--- src/design/wcac_pkg.sv ---
package wcac_pkg;

  localparam int unsigned TableDepthDefault = 1024;
  localparam int unsigned FrameBits = 26;
  localparam int unsigned IdW = 24;

  localparam logic [2:0] ReqBit    = 3'd0;
  localparam logic [2:0] ReqTick   = 3'd1;
  localparam logic [2:0] ReqButton = 3'd2;
  localparam logic [2:0] ReqEnroll = 3'd3;
  localparam logic [2:0] ReqWipe   = 3'd4;

  localparam logic [3:0] EvNone     = 4'd0;
  localparam logic [3:0] EvBit      = 4'd1;
  localparam logic [3:0] EvShort    = 4'd2;
  localparam logic [3:0] EvGranted  = 4'd3;
  localparam logic [3:0] EvDenied   = 4'd4;
  localparam logic [3:0] EvEnrolled = 4'd5;
  localparam logic [3:0] EvMaster   = 4'd6;
  localparam logic [3:0] EvAdded    = 4'd7;
  localparam logic [3:0] EvRemoved  = 4'd8;
  localparam logic [3:0] EvFull     = 4'd9;
  localparam logic [3:0] EvButton   = 4'd10;

  localparam logic [1:0] CfgDoor   = 2'd0;
  localparam logic [1:0] CfgWindow = 2'd1;
  localparam logic [1:0] CfgGap    = 2'd2;

  localparam logic [15:0] DoorReset   = 16'd1000;
  localparam logic [15:0] WindowReset = 16'd3000;
  localparam logic [7:0]  GapReset    = 8'd10;

  // Commands from the controller to the datapath.
  typedef struct packed {
    logic       clr_start;   // begin table wipe / clear pass
    logic       tick;        // advance master and relay timers
    logic       take_bit;    // accept a wiegand bit
    logic       button;      // door button
    logic       enroll;      // set enroll pending
    logic       close_ch;    // advance gap counter of channel sel
    logic       ch_sel;
    logic       search_start;
    logic       search_step;
    logic       resolve;     // apply frame decision
    logic       end_tick;    // master window check at end of tick
  } cmd_t;

  typedef struct packed {
    logic       clr_busy;
    logic       close_due;   // selected channel's gap reached
    logic       frame_bits;  // selected channel has bits
    logic       frame_full;  // frame complete, needs a search
    logic       search_done;
    logic       bit_room;    // incoming reader's frame still takes a bit
  } stat_t;

endpackage

--- src/design/wcac_ctrl.sv ---
module wcac_ctrl import wcac_pkg::*; (
  input  logic           clk,
  input  logic           rst,
  input  logic           in_valid,
  output logic           in_stall,
  input  logic [2:0]     in_req,
  output logic           out_valid,
  input  logic           out_stall,
  output logic [3:0]     out_ev,
  output logic [IdW-1:0] out_id,
  output logic           out_last,
  output cmd_t           cmd,
  input  stat_t          stat,
  input  logic [3:0]     frame_ev,
  input  logic [IdW-1:0] frame_id
);
  typedef enum logic [7:0] {
    S_IDLE   = 8'b0000_0001,
    S_GAP    = 8'b0000_0010,
    S_SEARCH = 8'b0000_0100,
    S_WAIT   = 8'b0000_1000,
    S_RES    = 8'b0001_0000,
    S_EMIT   = 8'b0010_0000,
    S_END    = 8'b0100_0000,
    S_OUT    = 8'b1000_0000
  } state_t;

  state_t state, state_next;
  logic ch, emitted;
  logic [3:0] res_ev;
  logic [IdW-1:0] res_id;
  logic res_last;

  assign in_stall = (state != S_IDLE) || stat.clr_busy;
  assign out_valid = (state == S_OUT);
  assign out_ev = res_ev;
  assign out_id = res_id;
  assign out_last = res_last;

  logic accept;
  assign accept = in_valid && !in_stall;

  always_comb begin
    cmd = '0;
    cmd.ch_sel = ch;
    state_next = state;
    unique case (state)
      S_IDLE: if (accept) begin
        unique case (in_req)
          ReqBit: cmd.take_bit = 1'b1;
          ReqTick: cmd.tick = 1'b1;
          ReqButton: cmd.button = 1'b1;
          ReqEnroll: cmd.enroll = 1'b1;
          ReqWipe: cmd.clr_start = 1'b1;
          default: ;
        endcase
        state_next = (in_req == ReqTick) ? S_GAP : S_OUT;
      end
      S_GAP: begin
        cmd.close_ch = 1'b1;
        if ((stat.close_due ? 1'b0 : 1'b1) == 1'b1) begin
          state_next = S_WAIT;
        end else begin
          state_next = S_WAIT;
        end
      end
      S_WAIT: begin
        // Gap counter was advanced; equality with the gap setting closes the frame.
        if (stat.close_due && stat.frame_full) begin
          cmd.search_start = 1'b1;
          state_next = S_SEARCH;
        end else if (stat.close_due) begin
          state_next = S_RES;
        end else begin
          state_next = S_EMIT;
        end
      end
      S_SEARCH: begin
        cmd.search_step = 1'b1;
        if (stat.search_done) state_next = S_RES;
      end
      S_RES: begin
        cmd.resolve = 1'b1;
        state_next = S_EMIT;
      end
      S_EMIT: begin
        state_next = S_END;
      end
      S_END: begin
        if (ch == 1'b0) begin
          state_next = S_GAP;
        end else begin
          cmd.end_tick = 1'b1;
          state_next = S_OUT;
        end
      end
      // A tick with two results stays here for the second transaction.
      S_OUT: if (!out_stall) state_next = emitted ? S_OUT : S_IDLE;
      default: state_next = S_IDLE;
    endcase
  end

  // Pending frame result, held until channel 1 decides on last.
  logic hold_v;
  logic [3:0] hold_ev;
  logic [IdW-1:0] hold_id;
  logic close_seen;

  always_ff @(posedge clk) begin
    if (rst) begin
      state <= S_IDLE;
      ch <= 1'b0;
      emitted <= 1'b0;
      hold_v <= 1'b0;
      close_seen <= 1'b0;
      res_ev <= EvNone;
      res_id <= '0;
      res_last <= 1'b0;
      hold_ev <= EvNone;
      hold_id <= '0;
    end else begin
      state <= state_next;
      unique case (state)
        S_IDLE: if (accept) begin
          ch <= 1'b0;
          emitted <= 1'b0;
          hold_v <= 1'b0;
          close_seen <= 1'b0;
          res_last <= 1'b1;
          res_id <= '0;
          res_ev <= (in_req == ReqBit) ? (stat.bit_room ? EvBit : EvNone) :
                    (in_req == ReqButton) ? EvButton : EvNone;
        end
        S_WAIT: close_seen <= stat.close_due;
        S_EMIT: begin
          if (close_seen && frame_ev != EvNone) begin
            if (ch == 1'b0) begin
              hold_v <= 1'b1;
              hold_ev <= frame_ev;
              hold_id <= frame_id;
            end else if (hold_v) begin
              res_ev <= hold_ev;
              res_id <= hold_id;
              res_last <= 1'b0;
              hold_ev <= frame_ev;
              hold_id <= frame_id;
              emitted <= 1'b1;
            end else begin
              hold_v <= 1'b1;
              hold_ev <= frame_ev;
              hold_id <= frame_id;
            end
          end
        end
        S_END: begin
          ch <= 1'b1;
          if (ch == 1'b1) begin
            if (emitted) begin
              res_last <= 1'b0;
            end else if (hold_v) begin
              res_ev <= hold_ev;
              res_id <= hold_id;
              res_last <= 1'b1;
              hold_v <= 1'b0;
            end
          end
        end
        S_OUT: if (!out_stall && emitted) begin
          // Second result of the tick goes out next.
          res_ev <= hold_ev;
          res_id <= hold_id;
          res_last <= 1'b1;
          emitted <= 1'b0;
          hold_v <= 1'b0;
        end
        default: ;
      endcase
    end
  end
endmodule

--- config.mk ---
export PLATFORM = sky130hd
export DESIGN_NAME = wcac_ctrl
export DESIGN_NICKNAME = d
export VERILOG_FILES = /design/src/design/wcac_pkg.sv /design/src/design/wcac_ctrl.sv
export SDC_FILE = /design/constraint.sdc
export NUM_CORES = 1
export LEC_CHECK = 0
export ABC_AREA = 1
export BUFFER_PORTS_ARGS = -buffer_cell sky130_fd_sc_hd__buf_2
export CAP_MARGIN = 20
export CORE_ASPECT_RATIO = 0.75
export CORE_MARGIN = 2
export CORE_UTILIZATION = 30
export DETAILED_ROUTE_END_ITERATION = 10
export PLACE_DENSITY = 0.61
export SYNTH_ARGS = -nofsm -noshare
export SYNTH_HDL_FRONTEND = slang
export SYNTH_SLANG_ARGS = --single-unit
--- constraint.sdc ---
create_clock -name clk -period 2.4 [get_ports clk]
set_clock_uncertainty 0.1 [all_clocks]
set_input_delay 0.24 -clock clk [delete_from_list [all_inputs] [get_ports clk]]
set_output_delay 0.24 -clock clk [all_outputs]
set_load 0.05 [all_outputs]
Word level (Yosys, flattened, before mapping)
Cells that the tools add are included.
{"block": "classes", "eq_ne": 23, "mux": 62, "reduce_logical": 21}
{"cell": "24-bit two-way mux", "n": 7}
{"cell": "24-bit one-hot mux with 4 select lines", "n": 1}
{"cell": "8-bit one-hot mux with 8 select lines", "n": 1}
{"cell": "8-bit two-way mux", "n": 7}
{"cell": "4-bit two-way mux", "n": 9}
{"cell": "1-bit two-way mux", "n": 28}
{"cell": "2-bit inequality test, second input constant", "n": 8}
{"cell": "4-bit one-hot mux with 4 select lines", "n": 1}
{"cell": "6-bit AND reduction", "n": 2}
{"cell": "5-bit two-way mux", "n": 2}
{"cell": "8-bit by 1-bit equality test with 1-bit output, second input constant", "n": 1}
{"cell": "8-bit by 2-bit equality test with 1-bit output, second input constant", "n": 1}
{"cell": "8-bit by 3-bit equality test with 1-bit output, second input constant", "n": 1}
{"cell": "8-bit by 4-bit equality test with 1-bit output, second input constant", "n": 1}
{"cell": "8-bit by 5-bit equality test with 1-bit output, second input constant", "n": 1}
{"cell": "8-bit by 6-bit equality test with 1-bit output, second input constant", "n": 1}
{"cell": "8-bit by 7-bit equality test with 1-bit output, second input constant", "n": 1}
{"cell": "8-bit equality test, second input constant", "n": 1}
{"cell": "8-bit by 1-bit inequality test with 1-bit output, second input constant", "n": 1}
{"cell": "1-bit one-hot mux with 4 select lines", "n": 2}
{"cell": "8-bit AND reduction", "n": 1}
{"cell": "4-bit nonzero test", "n": 2}
{"cell": "7-bit AND reduction", "n": 1}
{"cell": "3-bit by 2-bit equality test with 1-bit output, second input constant", "n": 2}
{"cell": "other kinds (15)", "n": 23}
{"block": "totals", "register_bits": 69, "in_bits": 41, "out_inout_bits": 42}

Logic depth before layout (Yosys ltp)
{"block": "logic_depth", "depth_word": 6, "depth_mapped": 12, "ltp_nobuf": 11}

Worst setup path before layout
Ideal clock, no wire load.
{"block": "synth_timing", "path_kind": "reg-to-output", "start": "register state[7]", "end": "output port cmd[10] (netlist bit)", "arrival_ns": 2.453, "slack_ns": -0.393, "path_stages_with_launch": 6, "path_buffers": 0, "cell_sequence": "dfxtp_1 -> nor2_1 -> nand2_1 -> nor2_2 -> nand3_1 -> nor4_1"}
{"item": "from (decl)", "line": "wcac_ctrl.sv:28", "rtl": "state_t state, state_next;"}
{"item": "from (signal assigned)", "line": "wcac_ctrl.sv:122", "rtl": "state <= state_next;"}
{"item": "to (decl)", "line": "wcac_ctrl.sv:12", "rtl": "output cmd_t cmd,"}

==> run metrics <==
status finished, final reports clean; via count 3255; Detail Placement HPWL 6556 um; Avg Cell Area, Syn 6.228 um^2; ys async rst share 0; Synth area leaders dfxtp_1 41%, nor2_1 15%, nand2_1 15%; Seq cells post-synth 69; Nets 660; commonest cells in the netlist 134 x nor2_1, 131 x nand2_1, 76 x inv_1, 69 x dfxtp_1, 27 x nand3_1; Starting Density 0.3091; Max Freq 0.4463 GHz; Final Hold Violating Endpoints 0; largest family of logic cells by synthesized area simple AND/OR/NAND/NOR gates; remaining global-route overflow 0; WL final 8901 um; Hold Crit Depth 3; Combinational Power Share 0.489; Post-Layout Cell Count 764; H-tree Lvls 3; IO buf count 81; initial antenna violation count 0; proportion of synthesized area in mux cells 0; number of antenna-violating nets in the routed design 0; Worst EP required 2060 ps; Synth Area in Compound Gates 0.06696; Setup CP Type flip-flop to output pin; Die Y 95.95 um; Clock Pin Slew Worst Setup and Hold Paths 60 ps; most common cell in the netlist nor2_1; first-pass GRT wire length 14710 um; Clock Power Share 0.232; crit start category flip-flop; post-CTS repair timing setup buffer count 0; Post-synth EDFFs 0; n_diodes 0; Placed Area 0.003902 mm^2; # clock sinks 69; simple-gate share of the synthesized area 0.3892; CTS tree yes; pin count of the biggest net entering global routing 60; clock tree root buffer cell clkbuf_16; Worst-Skew Late Latency 330 ps; R2R depth 8; RSZ-0062 raised after global routing false; Post-Syn Nets 584; R2R Path Start state[4]; slew margin rel. 0.6045; fillers 1176; Sw Pwr 0.002373 W; adder-cell share of the synthesized area 0; switch share 0.4623; drt wl/cell 11.65 um; gp weighted congestion 0.8493; Power Density 1224 mW/mm^2; sequential area share after synthesis 0.4084; vias in the first global route 3112; post-route cell area 0.004195 mm^2; Seq pwr share 0.279; die area 0.01215 mm^2; synthesis-to-finish area growth 24.05%; HP Start frame_id[7]; initial drt markers 209; via/cell ratio 4.260; Die W 126.6 um; pins over their slew limit 0; post-synth top area cell dfxtp_1; fraction of layout instances using a drive strength above 1 0.2131; # Max-Cap Violations 0; min-delay worst type input port to flip-flop; top-area cell type share of the netlist area 0.4084; Distinct cells, synth 28; Core Region 0.01094 mm^2; Leak 2.372 nW; worst reg2reg endpoint hold_id[6]; xor/xnor share of the synthesized area 0; Critical Path AT 1900 ps; internal power component 0.002760 W; clock buffer depth 2; Worst Hold Endpoint hold_id[7]; row cnt 33; fin crit period 2241 ps; drt pass-1 iters 4; Post-synth top flop dfxtp_1; VDD IR max 0.3536 mV; GRT Total Usage 0.1512; Placed Cells 748; Cells after Synth 543; CTS resizes 2; YS warnings 0; Residual DRC 0; Cell Area, Synth 0.003382 mm^2; PnR Total Power 0.005133 W; hold buffers post-CTS 0; I/O pin total 83; total CTS buffers 9; reg2reg setup slack 330 ps; Final Cycle Share 0.9337; Tightest Pin Transition 591.1 ps; Worst Path Max Fanout 7; setup violators final 0; crit end category output pin
==> area by class of cell <==
cell class                 count  area (um^2)  area share
sequential                    69         1381      0.3293
clock buffer                   9        225.2     0.05368
timing repair buffer          87        473.0      0.1127
multi-input combinational    362         1558      0.3713
tap                          140        175.2     0.04175
clock inverter                 7        42.54     0.01014
inverter                      90        340.3     0.08112
==> registers in the layout, indices dropped and copies added (netlist names), 4 cells and up <==
| name | flops |
|---|---|
| hold_ev | 4 |
| hold_id | 24 |
| out_ev | 4 |
| out_id | 24 |
| state | 8 |
==> cells by family after synthesis <==
group,Yosys count
flops,69
simple gates,318
buf+inv,112
compound gates,44
==> routing by layer <==
| metal | vias up | track usage | share of wire |
|---|---|---|---|
| met5 | - | 0 | 0 |
| met4 | 0 | 0.03571 | 0.0079 |
| met3 | 6 | 0.03780 | 0.042 |
| met2 | 64 | 0.2228 | 0.40 |
| met1 | 1408 | 0.2208 | 0.55 |
| li1 | 1777 | - | - |
==> metrics by stage <==
step           hold slack [ps]  setup WS (ps)    util  TNS [ps]
6_report                 36.45          159.2  0.3834         0
4_1_cts                  32.24          40.29  0.3818         0
2_1_floorplan            274.9         -393.4       -     -1180
3_3_place_gp             364.6          356.3  0.3567         0
5_1_grt                  43.14          1.579  0.3834         0
3_5_place_dp             370.0          302.4  0.3567         0
==> critical path: stages (launching register included) <==
cell and delay (ps):
dfxtp_1 340, nor2_1 160, nand2_1 150, nor2_4 210, nand3_2 180, nor4_1 270
buf_4 260
==> power groups by stage <==
stage	registers, W	logic, W	clock network, W
finish	0.00143	0.00251	0.00119
global route	0.00145	0.00286	0.00127
CTS	0.00143	0.00251	0.00122
detailed placement	0.00146	0.00249	0
global placement	0.00145	0.00249	0
floorplan	0.00190	0.00156	0
==> placed cells by master, fill, tap and decap left out, drive strengths merged <==
master	instances
nand3	28
nand2	137
o21ai	38
nand4	4
nor4	4
and3	1
nor3b	1
dfxtp	69
buf	85
inv	89
clkbuf	11
or2	1
nor3	3
nor2	139
a21oi	5
o211ai	1
clkinv	8
==> how the worst max path moves through the flow <==
stage              from   endpoint  slack, ps  depth (start not counted)
3_5_place_dp   state[7]    cmd[10]        300                          6
2_1_floorplan  state[7]    cmd[10]       -390                          5
3_3_place_gp   state[7]  out_id[7]        360                         11
6_report       state[5]     cmd[8]        160                          6
4_1_cts        state[7]     cmd[7]         40                          6
5_1_grt        state[5]     cmd[8]          2                          6
(Power assumes the default switching activity.)
